--- src/mlsf_pkg.sv ---
// ----------------------------------------------------------------------------
// mlsf_pkg
// shared types for the smallest-factor split block
// ----------------------------------------------------------------------------
package mlsf_pkg;

   typedef enum logic [1:0] {
      ST_IDLE,
      ST_LAUNCH,
      ST_WAIT
   } state_type;

endpackage

--- src/min_lcm_split_by_smallest_factor_core.sv ---
// ----------------------------------------------------------------------------
// min_lcm_split_by_smallest_factor_core
// splits n into its largest proper divisor a and n - a by trial division
// trial divisors p run from 2 upward until p divides n or p > n / p
// each trial is one launch state plus a wait for the shared divider to finish
// one item at a time: start is taken only when idle, and busy falls with the strobe
// the receiver cannot stall: rsp_valid is a single-cycle strobe
// reset (synchronous) returns the sequencer to idle and clears the strobe
// ----------------------------------------------------------------------------
module min_lcm_split_by_smallest_factor_core #(
   parameter int WIDTH = 32
) (
   input  logic             clock,
   input  logic             reset,
   input  logic             start,
   output logic             busy,
   input  logic [WIDTH-1:0] req_number,
   output logic             rsp_valid,
   output logic [WIDTH-1:0] rsp_part_a,
   output logic [WIDTH-1:0] rsp_part_b
);

   import mlsf_pkg::*;

   state_type        state_ff, state_in;
   logic [WIDTH-1:0] num_ff, num_in;
   logic [WIDTH-1:0] p_ff, p_in;
   logic [WIDTH-1:0] a_ff, a_in;
   logic [WIDTH-1:0] b_ff, b_in;
   logic             valid_ff, valid_in;
   logic             div_start;
   logic             div_done;
   logic [WIDTH-1:0] div_quotient;
   logic [WIDTH-1:0] div_remainder;
   logic [WIDTH-1:0] a_sel;
   logic             finish;

   mlsf_divider #(
      .WIDTH(WIDTH)
   ) u_divider (
      .clock        (clock),
      .reset        (reset),
      .div_start    (div_start),
      .div_dividend (num_ff),
      .div_divisor  (p_ff),
      .div_done     (div_done),
      .div_quotient (div_quotient),
      .div_remainder(div_remainder)
   );

   always_comb begin
      state_in  = state_ff;
      num_in    = num_ff;
      p_in      = p_ff;
      a_in      = a_ff;
      b_in      = b_ff;
      valid_in  = 1'b0;
      div_start = 1'b0;
      finish    = 1'b0;
      a_sel     = WIDTH'(1);
      unique case (state_ff)
         ST_IDLE: begin
            if (start) begin
               num_in   = req_number;
               p_in     = WIDTH'(2);
               state_in = ST_LAUNCH;
            end
         end
         ST_LAUNCH: begin
            div_start = 1'b1;
            state_in  = ST_WAIT;
         end
         ST_WAIT: begin
            if (div_done) begin
               priority if (p_ff > div_quotient) begin
                  finish = 1'b1;
               end else if (div_remainder == '0) begin
                  a_sel  = div_quotient;
                  finish = 1'b1;
               end else begin
                  p_in     = p_ff + 1'b1;
                  state_in = ST_LAUNCH;
               end
            end
         end
         default: begin
            state_in = ST_IDLE;
         end
      endcase
      if (finish) begin
         a_in     = a_sel;
         b_in     = num_ff - a_sel;
         valid_in = 1'b1;
         state_in = ST_IDLE;
      end
   end

   always_ff @(posedge clock) begin
      if (reset) begin
         state_ff <= ST_IDLE;
         valid_ff <= 1'b0;
      end else begin
         state_ff <= state_in;
         valid_ff <= valid_in;
      end
   end

   always_ff @(posedge clock) begin
      num_ff <= num_in;
      p_ff   <= p_in;
      a_ff   <= a_in;
      b_ff   <= b_in;
   end

   assign busy       = (state_ff != ST_IDLE);
   assign rsp_valid  = valid_ff;
   assign rsp_part_a = a_ff;
   assign rsp_part_b = b_ff;

endmodule

--- src/mlsf_divider.sv ---
// ----------------------------------------------------------------------------
// mlsf_divider
// restoring divider, one quotient bit per cycle
// ----------------------------------------------------------------------------
module mlsf_divider #(
   parameter int WIDTH = 32
) (
   input  logic             clock,
   input  logic             reset,
   input  logic             div_start,
   input  logic [WIDTH-1:0] div_dividend,
   input  logic [WIDTH-1:0] div_divisor,
   output logic             div_done,
   output logic [WIDTH-1:0] div_quotient,
   output logic [WIDTH-1:0] div_remainder
);

   localparam int CW = $clog2(WIDTH);

   logic             busy_ff, busy_in;
   logic             done_ff, done_in;
   logic [CW-1:0]    cnt_ff, cnt_in;
   logic [WIDTH-1:0] rem_ff, rem_in;
   logic [WIDTH-1:0] quo_ff, quo_in;
   logic [WIDTH-1:0] dvs_ff, dvs_in;
   logic [WIDTH:0]   shifted;
   logic [WIDTH:0]   diff;

   assign shifted = {rem_ff, quo_ff[WIDTH-1]};
   assign diff    = shifted - {1'b0, dvs_ff};

   always_comb begin
      busy_in = busy_ff;
      done_in = 1'b0;
      cnt_in  = cnt_ff;
      rem_in  = rem_ff;
      quo_in  = quo_ff;
      dvs_in  = dvs_ff;
      if (div_start) begin
         busy_in = 1'b1;
         cnt_in  = CW'(WIDTH - 1);
         rem_in  = '0;
         quo_in  = div_dividend;
         dvs_in  = div_divisor;
      end else if (busy_ff) begin
         if (!diff[WIDTH]) begin
            rem_in = diff[WIDTH-1:0];
            quo_in = {quo_ff[WIDTH-2:0], 1'b1};
         end else begin
            rem_in = shifted[WIDTH-1:0];
            quo_in = {quo_ff[WIDTH-2:0], 1'b0};
         end
         cnt_in = cnt_ff - 1'b1;
         if (cnt_ff == '0) begin
            busy_in = 1'b0;
            done_in = 1'b1;
         end
      end
   end

   always_ff @(posedge clock) begin
      if (reset) begin
         busy_ff <= 1'b0;
         done_ff <= 1'b0;
      end else begin
         busy_ff <= busy_in;
         done_ff <= done_in;
      end
   end

   always_ff @(posedge clock) begin
      cnt_ff <= cnt_in;
      rem_ff <= rem_in;
      quo_ff <= quo_in;
      dvs_ff <= dvs_in;
   end

   assign div_done      = done_ff;
   assign div_quotient  = quo_ff;
   assign div_remainder = rem_ff;

endmodule
--- config.mk ---
export PLATFORM = sky130hd
export DESIGN_NAME = min_lcm_split_by_smallest_factor_core
export DESIGN_NICKNAME = d
export VERILOG_FILES = /design/src/mlsf_pkg.sv /design/src/min_lcm_split_by_smallest_factor_core.sv /design/src/mlsf_divider.sv
export SDC_FILE = /design/constraint.sdc
export NUM_CORES = 1
export LEC_CHECK = 0
export ABC_CLOCK_PERIOD_IN_PS = 5160
export BUFFER_PORTS_ARGS = -buffer_cell sky130_fd_sc_hd__buf_2
export CAP_MARGIN = 40
export CORE_UTILIZATION = 55
export DETAILED_ROUTE_END_ITERATION = 12
export HOLD_SLACK_MARGIN = 0.12
export PLACE_DENSITY_LB_ADDON = 0.25
export SLEW_MARGIN = 40
export SYNTH_ARGS = -nofsm -noshare
export SYNTH_HDL_FRONTEND = slang
export SYNTH_SLANG_ARGS = --single-unit
--- constraint.sdc ---
create_clock -name clock -period 5.16 [get_ports clock]
set_input_delay 0.774 -clock clock [delete_from_list [all_inputs] [get_ports clock]]
set_output_delay 0.774 -clock clock [all_outputs]
set_load 0.02 [all_outputs]
==> metrics.md, run 1 <==
| Metric | Value |
|---|---|
| TritonCTS clock tree | `done` |
| Max_slew headroom | `0.520` |
| Die area | `0.0244 sq mm` |
| Register share of total power | `0.392` |
| Max-slew violation count | `0` |
| Drt total wl | `29.5 mm` |
| Syn. warnings | `0` |
| Remaining DRCs | `0` |
| Minimum hold slack | `0.396 ns` |
| Pre-CTS WS | `-0.366 ns` |
| Vias | `9683` |
| Required time of the critical path | `5.47 ns` |
| Avg Cell Area, Syn | `10.4 sq um` |
| CTS Buf Count | `26` |
| Clk pwr share | `0.288` |
| Internal power | `4.23 mW` |
| Maxcap violations | `0` |
| Synthesized cell area | `0.0131 sq mm` |
| Number of port buffers | `100` |
| Synth Instances | `1251` |
| Highest clock rate | `205 MHz` |
| Post-CTS Hold Buffers | `0` |
| Layout fillers | `1884` |
| Sw power | `2.13 mW` |
| Tcrit/Tclk final | `0.947` |
| Unique masters post-synth | `75` |
| Area of the multi-input gates | `0.00590 sq mm` |
| Initial DRT Pass Iterations | `5` |
| GP Congestion | `0.926` |
| #FFs+latches synth | `234` |
| Yosys top cell by area | `edfxtp_1` |
| Final Core Density | `0.638` |
| ANT nets after route | `0` |
| Starting DRT DRC Count | `630` |
| Outcome | `complete, no violations` |
| Drt wl/cell | `17.3 um` |
| Min-Delay Path Class | `input pin to register` |
| Nets | `1501` |
| Die Span Y | `156 um` |
| Diodes inserted | `0` |
| Worst Setup Start Kind | `register` |
| # setup viols final | `0` |
| Commonest non-fill, non-tap cell in the layout | `edfxtp_1` |
| Layout Skew | `0.0252 ns` |
| Worst VDD drop | `347 uV` |
| Asr flop ratio synth | `0` |
| Worst-path clk slew | `0.06 ns` |
| HPWL Detailed | `20.7 mm` |
| Core Area | `0.0234 sq mm` |
| Leak | `6.13 nW` |
| Final Power | `6.37 mW` |
| GR Util All Layers | `0.242` |
| Crit Path Max Fanout | `8` |
| Critical path arrival | `5.19 ns` |
| I/O Pins | `101` |
| # rows | `56` |
| Final hold vios | `0` |
| Top cell type's share of synthesized area | `0.441` |
| Initial Utilization | `0.558` |
| Die Wd | `156 um` |
| EDFF count, synth | `192` |
| Syn_nets | `1385` |
| Crit Path Category | `register to register` |
| Initial antenna violation count | `0` |
| GRT overflow | `0` |
| Layout Area Growth over Synthesis | `14.3%` |
| Share of layout cells above drive strength 1 | `0.146` |
| CP Capture Type | `register` |
| Clk buf depth | `3` |
| Most frequent cells in the layout | `192 x edfxtp_1, 139 x nand2_1, 117 x inv_1, 100 x buf_2, 96 x ha_1` |
| Primary FF master, synth | `edfxtp_1` |
| Comb pwr share | `0.320` |
| Min Tclk post-route | `4.88 ns` |
| Vias in the first global route | `9343` |
| Top cells by area in the synthesized netlist | `edfxtp_1 44%, ha_1 9.3%, dfxtp_1 6.4%` |
| Worst slew pin tran | `0.720 ns` |
| Clock Tree Root | `clkbuf_16` |
| H-tree levels | `1` |
| PnR worst setup slack | `0.276 ns` |
| Largest net degree at the start of global routing | `97` |
| RSZ-0062 raised after global routing | `false` |
| Pwr Density | `427 mW/mm^2` |
| Vias per cell | `5.68` |
| Sw Share | `0.335` |
| Seq/Total Area, Yosys | `0.506` |
| Global-route wire length before repair | `46.5 mm` |
| Worst-Skew Late Latency | `0.55 ns` |
| Seq. cell area | `0.00661 sq mm` |
| Clk sinks | `234` |
[Yosys cell counts, types with 8 or more instances]
master and number:
and3_1 12, ha_1 97, nor2b_1 12, a21oi_1 88, mux2i_1 29, xor2_1 42
nor4_1 12, inv_1 118, dfxtp_1 42, nor3_1 15, nand2b_1 13, xnor2_1 42
nand3_1 27, nand2_1 139, o21ai_0 95, nor2_1 69, o21a_1 8, clkbuf_1 24
a21o_1 26, nand4_1 21, o21ai_1 9, edfxtp_1 192
[power groups by stage]
stage | clock (mW) | combinational [mW] | sequential (mW)
6_report | 1.84 | 2.03 | 2.50
3_5_place_dp | 0 | 1.99 | 2.53
2_1_floorplan | 0 | 1.63 | 2.46
4_1_cts | 1.86 | 2.01 | 2.49
3_3_place_gp | 0 | 1.95 | 2.52
5_1_grt | 1.93 | 2.25 | 2.52
[worst paths after layout]
check / slack (ns) / end / startpoint / cells past startpoint
setup / recovery: 0.28 / rsp_part_b[30] / p_ff[9] / 18
hold / removal: 0.40 / num_ff[30] / req_number[30] / 1
setup reg to reg: 0.28 / rsp_part_b[30] / p_ff[9] / 18
hold reg to reg: 0.49 / u_divider.div_remainder[17] / u_divider.div_remainder[17] / 2
[flip-flops by register name, indices dropped and copies added (netlist names), 2 cells and up]
register / cells
rsp_part_a: 32
u_divider.div_quotient: 32
u_divider.div_remainder: 32
p_ff: 32
u_divider.dvs_ff: 32
u_divider.cnt_ff: 5
num_ff: 32
state_ff: 2
rsp_part_b: 32
[critical path: stages, from the launching register on]
cell and delay (ns):
edfxtp_1 0.50, ha_1 0.35, nand4_1 0.19, nor4_4 0.40, nand2_1 0.11, a22oi_2 0.26
and4_4 0.32, buf_4 0.17, nand2_1 0.08, ha_1 0.35, a211oi_1 0.28, nor2_1 0.13
o21ai_1 0.24, a21boi_2 0.16, a31oi_4 0.24, o211ai_2 0.16, or3b_1 0.41, a31oi_2 0.20
xnor2_1 0.08
[layer usage]
metal | vias up | GRT usage | wire [um]
met3 | 47 | 0.0289 | 1520
met4 | 0 | 0.0584 | 568
met1 | 4586 | 0.333 | 13400
met5 | - | 0 | 0
li1 | 4729 | - | -
met2 | 321 | 0.409 | 13900
[final cells by class]
| type | instances | area share |
|---|---|---|
| Timing Repair Buffer | 128 | 0.0484 |
| Clock inverter | 16 | 0.0123 |
| Tap cell | 319 | 0.0267 |
| Clock buffer | 31 | 0.0449 |
| Sequential cell | 234 | 0.443 |
| Inverter | 119 | 0.0299 |
| Multi-Input combinational cell | 858 | 0.395 |
[cell families (layout without fill, tap and decap cells)]
logic type | count (synthesis) | after routing | synth area share
xor gates and xnor gates | 85 | 85 | 0.0584
muxes | 30 | 30 | 0.0231
AOI/OAI and AO/OA | 294 | 294 | 0.141
DFF | 234 | 234 | 0.506
buffers and inverters | 159 | 294 | 0.0493
adders and majority gates | 99 | 99 | 0.0960
and+or+nand+nor | 350 | 350 | 0.127
[stage by stage]
stage | cell area [sq um] | instances | TNS [ns]
floorplan | 13100 | 1251 | 0
detailed placement | 13900 | 1649 | -1.78
global route | 14900 | 1705 | 0
global placement | 13900 | 1649 | -1.17
finish | 14900 | 1705 | 0
CTS | 14800 | 1696 | 0
[timing repair]
item	in CTS	in global routing
pin swaps	0	2
resized for setup	4	12
gates cloned	0	0
buffers inserted	0	9
endpoints found under the hold margin	0	0
setup endpoints to repair	10	10
Note: power is estimated with default switching activity, not from simulation.
==> inputs of run 2 (changes only) <==
- CTS_BUF_LIST: unset -> sky130_fd_sc_hd__clkbuf_4 sky130_fd_sc_hd__clkbuf_8
==> run 2 against run 1 <==
Compared with the run above: clock-buffer cell count up 24; global-route usage rose by 0.17 points; non-clock buffer count unchanged; sequential share of layout area is 0.071 points higher; sequential power about the same; flip-flop and latch count is the same; die area unchanged; hold slack worse by 0.012 ns; maximum frequency is 0.98% lower; combinational power hardly changed; clock skew grew 0.0026 ns; power down 1.3%.
==> metrics.md, run 2 (same netlist as run 1, synthesis figures left out) <==
| Metric | Value |
|---|---|
| Outcome | `complete, no violations` |
| Commonest non-fill, non-tap cell in the layout | `edfxtp_1` |
| Clk buf depth | `3` |
| Critical R2R Launch | `p_ff[9]` |
| Vias | `9718` |
| Placed insts | `1649` |
| Final hold vios | `0` |
| Buf/Inv on CP | `2` |
| Crit path cell chain | `ha_1 -> nand4_1 -> nor4_4 -> nand2_1 -> a22oi_2 -> and4_4 -> buf_6 -> nand2_1 -> ha_1 -> nand3_1 -> nor4_1 -> a221oi_2 -> buf_4 -> a311oi_2 -> o21ai_0 -> nand2b_1 -> a221oi_1 -> xnor2_1` |
| Critical path arrival | `5.23 ns` |
| Remaining DRCs | `0` |
| Layout Skew | `0.0279 ns` |
| Register-to-Register Setup Slack | `0.23 ns` |
| # setup viols final | `0` |
| Leak | `6.17 nW` |
| Most frequent cells in the layout | `192 x edfxtp_1, 139 x nand2_1, 117 x inv_1, 100 x buf_2, 97 x ha_1` |
| Share of layout cells above drive strength 1 | `0.163` |
| Hold path depth | `1` |
| Clk sinks | `234` |
| Final Power | `6.29 mW` |
| CTS Buf Count | `41` |
| R2r endpoint | `rsp_part_b[29]` |
| Maxcap violations | `0` |
| ANT nets after route | `0` |
| Hold Path End | `num_ff[6]` |
| Worst-path cell with the longest stage delay | `edfxtp_1` |
| Non-Filler Instances | `1728` |
| CP Capture Type | `register` |
| Worst Setup Start Kind | `register` |
| Core Area | `0.0234 sq mm` |
| Global-route wire length before repair | `46.4 mm` |
| Nets | `1516` |
| Clock Tree Root | `clkbuf_8` |
| Crit Path Category | `register to register` |
| Initial Utilization | `0.558` |
| Pwr Density | `422 mW/mm^2` |
| Min Tclk post-route | `4.93 ns` |
| Largest net degree at the start of global routing | `97` |
| Number of port buffers | `100` |
| Worst r2r path cells | `18` |
| Initial antenna violation count | `0` |
| TritonCTS clock tree | `done` |
| Die area | `0.0244 sq mm` |
| Starting DRT DRC Count | `610` |
| GP Congestion | `0.926` |
| Max_slew headroom | `0.524` |
| Min-Delay Path Class | `input pin to register` |
| Top delay family on crit path | `simple AND/OR/NAND/NOR gates` |
| Initial DRT Pass Iterations | `5` |
| Layout Area Growth over Synthesis | `14.1%` |
| Crit Path Max Fanout | `16` |
| Worst-Skew Late Latency | `0.56 ns` |
| I/O Pins | `101` |
| Highest clock rate | `203 MHz` |
| Die Wd | `156 um` |
| Worst VDD drop | `275 uV` |
| Post-CTS Hold Buffers | `0` |
| Tcrit/Tclk final | `0.956` |
| Fin Setup TNS | `0 ns` |
| H-tree levels | `2` |
| Worst slew pin tran | `0.714 ns` |
| Drt wl/cell | `17.1 um` |
| HPWL Detailed | `20.7 mm` |
| # rows | `56` |
| Required time of the critical path | `5.46 ns` |
| CP max stage delay | `0.49 ns` |
| Pre-CTS WS | `-0.366 ns` |
| PnR worst setup slack | `0.227 ns` |
| Die Span Y | `156 um` |
| Max-slew violation count | `0` |
| Diodes inserted | `0` |
| GRT overflow | `0` |
| GR Util All Layers | `0.244` |
| Minimum hold slack | `0.384 ns` |
| Hold Crit Start | `req_number[6]` |
| Drt total wl | `29.5 mm` |
| Vias in the first global route | `9376` |
| Worst-path clk slew | `0.06 ns` |
| Vias per cell | `5.62` |
run 2: cell types whose count changed in the layout (fill, tap and decap cells not counted), sizes merged:
cell / previous run / this run
clkbuf: 31 / 55
clkinvlp: 4 / 1
inv: 119 / 121
run 2: per-layer routing:
metal | routed length [um] | track usage | vias to the layer above
met5 | 0 | 0 | -
met2 | 13700 | 0.401 | 318
li1 | - | - | 4769
met1 | 13500 | 0.329 | 4589
met3 | 1860 | 0.0461 | 42
met4 | 452 | 0.0696 | 0
run 2: worst max-delay path by stage:
stage                  start             end  slack [ns]  cells after the start
floorplan           p_ff[29]  rsp_part_b[30]        0.67                     20
global placement    p_ff[15]  rsp_part_b[31]       -0.30                     19
detailed placement  p_ff[15]  rsp_part_b[31]       -0.37                     19
CTS                 p_ff[15]  rsp_part_b[29]      -0.002                     19
global route         p_ff[9]  rsp_part_b[29]       -0.02                     18
finish               p_ff[9]  rsp_part_b[29]        0.23                     18
run 2: final cells by class:
cell class / instances / area, sq um
clock buffer: 55 / 676
clock inverter: 15 / 156
fill: 1916 / 8500
inverter: 119 / 447
multi-input combinational: 858 / 5890
sequential: 234 / 6610
tap: 319 / 399
timing repair buffer: 128 / 722
run 2: repair_timing:
| action | CTS | global route |
|---|---|---|
| pin swaps | 0 | 2 |
| setup endpoints to repair | 10 | 10 |
| resized for setup | 4 | 11 |
| setup buffers | 0 | 9 |
run 2: stage by stage:
stage          area, sq um   util
4_1_cts              14800  0.632
6_report             14900  0.637
5_1_grt              14900  0.637
3_3_place_gp         13900  0.595
3_5_place_dp         13900  0.595
2_1_floorplan        13100      -
run 2: power by group:
group          total, mW  leakage [nW]  switching, mW  internal (mW)
clock network       1.76         0.438          0.759           1.00
registers           2.49          2.11          0.203           2.29
logic               2.03          3.62           1.17          0.863
total               6.29          6.17           2.13           4.16
==> inputs of run 3 (changes only) <==
- BUFFER_PORTS_ARGS: -buffer_cell sky130_fd_sc_hd__buf_2 -> unset
- CORE_UTILIZATION: 55 -> 65
- DONT_BUFFER_PORTS: unset -> 1
==> run 3 against run 2 <==
Compared with the run above: critical path depth up 1; clock skew down 0.0032 ns; clock-buffer cell count unchanged; sequential power about the same; first-iteration DRC count up 14%; die area down 15%; combinational power about the same; flip-flop and latch count unchanged; routed wire length down 2.5%; largest power group unchanged.
==> metrics.md, run 3 (same netlist as run 1, synthesis figures left out) <==
| Metric | Value |
|---|---|
| Crit path cell chain | `ha_1 -> a21o_1 -> a21o_1 -> a221oi_1 -> o21ai_0 -> a22oi_1 -> and4_4 -> buf_12 -> nand2_1 -> ha_1 -> a21oi_1 -> o21ai_1 -> a21oi_2 -> a21boi_2 -> a31oi_4 -> o211ai_2 -> or3b_1 -> a31oi_1 -> xnor2_1` |
| Hold path depth | `1` |
| TritonCTS clock tree | `done` |
| Leak | `5.77 nW` |
| Worst-path cell with the longest stage delay | `edfxtp_1` |
| Post-CTS Hold Buffers | `0` |
| Comb pwr share | `0.326` |
| Outcome | `complete, no violations` |
| I/O Pins | `101` |
| Max-slew violation count | `0` |
| Starting DRT DRC Count | `694` |
| CP Capture Type | `register` |
| Largest net degree at the start of global routing | `64` |
| Die Wd | `144 um` |
| Placed insts | `1502` |
| Internal power | `4.09 mW` |
| GRT overflow | `0` |
| Clock Tree Root | `clkbuf_8` |
| Non-Filler Instances | `1571` |
| Nets | `1413` |
| Crit Path Category | `register to register` |
| # setup viols final | `0` |
| Highest clock rate | `201 MHz` |
| Register share of total power | `0.404` |
| Sw power | `2.09 mW` |
| Worst slew pin tran | `0.731 ns` |
| Die area | `0.0207 sq mm` |
| GP Congestion | `0.976` |
| Register-to-Register Setup Slack | `0.18 ns` |
| Global-route wire length before repair | `45.4 mm` |
| Vias in the first global route | `9104` |
| Vias per cell | `6.02` |
| Critical R2R Launch | `p_ff[29]` |
| Initial Utilization | `0.667` |
| Initial DRT Pass Iterations | `5` |
| CTS Buf Count | `39` |
| Min-Delay Path Class | `input pin to register` |
| Sw Share | `0.339` |
| Clk sinks | `234` |
| Number of port buffers | `0` |
| Worst r2r path cells | `19` |
| Worst-Skew Late Latency | `0.55 ns` |
| Vias | `9452` |
| R2r endpoint | `rsp_part_b[30]` |
| Layout Skew | `0.0247 ns` |
| Hold Path End | `rsp_valid` |
| Clk buf depth | `3` |
| Worst VDD drop | `259 uV` |
| Drt wl/cell | `18.3 um` |
| Core Area | `0.0196 sq mm` |
| Hold Crit Start | `reset` |
| Tcrit/Tclk final | `0.966` |
| Layout fillers | `1380` |
| Remaining DRCs | `0` |
| Final hold vios | `0` |
| Share of layout cells above drive strength 1 | `0.0972` |
| Min Tclk post-route | `4.98 ns` |
| HPWL Detailed | `20.3 mm` |
| # rows | `51` |
| Layout Area Growth over Synthesis | `9.47%` |
| RSZ-0062 raised after global routing | `false` |
| PnR worst setup slack | `0.175 ns` |
| Clk pwr share | `0.270` |
| Die Span Y | `144 um` |
| Diodes inserted | `0` |
| Pre-CTS WS | `-0.105 ns` |
| Crit Path Max Fanout | `28` |
| Fin Setup TNS | `0 ns` |
| Required time of the critical path | `5.44 ns` |
| Critical path arrival | `5.26 ns` |
| Most frequent cells in the layout | `192 x edfxtp_1, 139 x nand2_1, 117 x inv_1, 96 x ha_1, 95 x o21ai_0` |
| Drt total wl | `28.7 mm` |
| Commonest non-fill, non-tap cell in the layout | `edfxtp_1` |
| Max_slew headroom | `0.512` |
| ANT nets after route | `0` |
| GR Util All Layers | `0.284` |
| Initial antenna violation count | `0` |
| H-tree levels | `2` |
| CP max stage delay | `0.43 ns` |
| Worst Setup Start Kind | `register` |
| Worst-path clk slew | `0.06 ns` |
| Maxcap violations | `0` |
| Pwr Density | `432 mW/mm^2` |
## run 3: timing repair
action                                  4_1_cts  5_1_grt
endpoints found under the setup margin        3       10
resized for setup                             3       13
endpoints found under the hold margin         0        0
setup buffers                                 0        1
pin swaps                                     0        1
## run 3: area by class of cell
class	instances	area, sq um	share of cell area
multi-input cells	858	5920	0.414
inverters	119	447	0.0312
repair buffers	27	215	0.0151
clock inverters	13	114	0.00796
clock buffers	55	669	0.0468
well taps	265	332	0.0232
flip-flops and latches	234	6610	0.462
## run 3: routing by layer
metal	GRT usage	up-vias	wire (um)
met1	0.372	4471	12500
met4	0.0873	0	688
met2	0.471	350	13600
li1	-	4574	-
met5	0	-	0
met3	0.0600	57	1970
## run 3: power by group through the flow
stage | sequential, mW | combinational, mW | clock [mW]
after floorplan | 2.46 | 1.63 | 0
after global placement | 2.52 | 1.94 | 0
after detailed placement | 2.53 | 1.98 | 0
after CTS | 2.49 | 2.00 | 1.69
after global routing | 2.53 | 2.23 | 1.78
final | 2.50 | 2.02 | 1.67
## run 3: worst max-delay path: cells and delay by family, from the launching register on
family          cells  cell delay, ns
compound gates     12            2.49
buf+inv             1            0.19
fa+ha+maj           2            0.71
simple gates        3            0.84
xor+xnor            1            0.08
flops               1            0.43
## run 3: worst max-delay path by stage
| stage | start | to | slack [ns] | depth (start not counted) |
|---|---|---|---|---|
| 3_3_place_gp | p_ff[14] | rsp_part_b[31] | 0.12 | 18 |
| 5_1_grt | p_ff[29] | rsp_part_b[30] | 0.01 | 19 |
| 3_5_place_dp | p_ff[14] | rsp_part_b[31] | -0.11 | 18 |
| 6_report | p_ff[29] | rsp_part_b[30] | 0.18 | 19 |
| 2_1_floorplan | p_ff[29] | rsp_part_b[30] | 0.67 | 20 |
| 4_1_cts | p_ff[14] | rsp_part_b[31] | 0.002 | 18 |
## run 3: stage by stage
stage,hold slack [ns],util,total power [mW],area (sq um)
5_1_grt,0.279,0.730,6.53,14300
3_5_place_dp,0.475,0.685,4.51,13400
4_1_cts,0.277,0.725,6.18,14200
6_report,0.299,0.730,6.18,14300
2_1_floorplan,0.458,-,4.09,13100
3_3_place_gp,0.476,0.685,4.46,13400
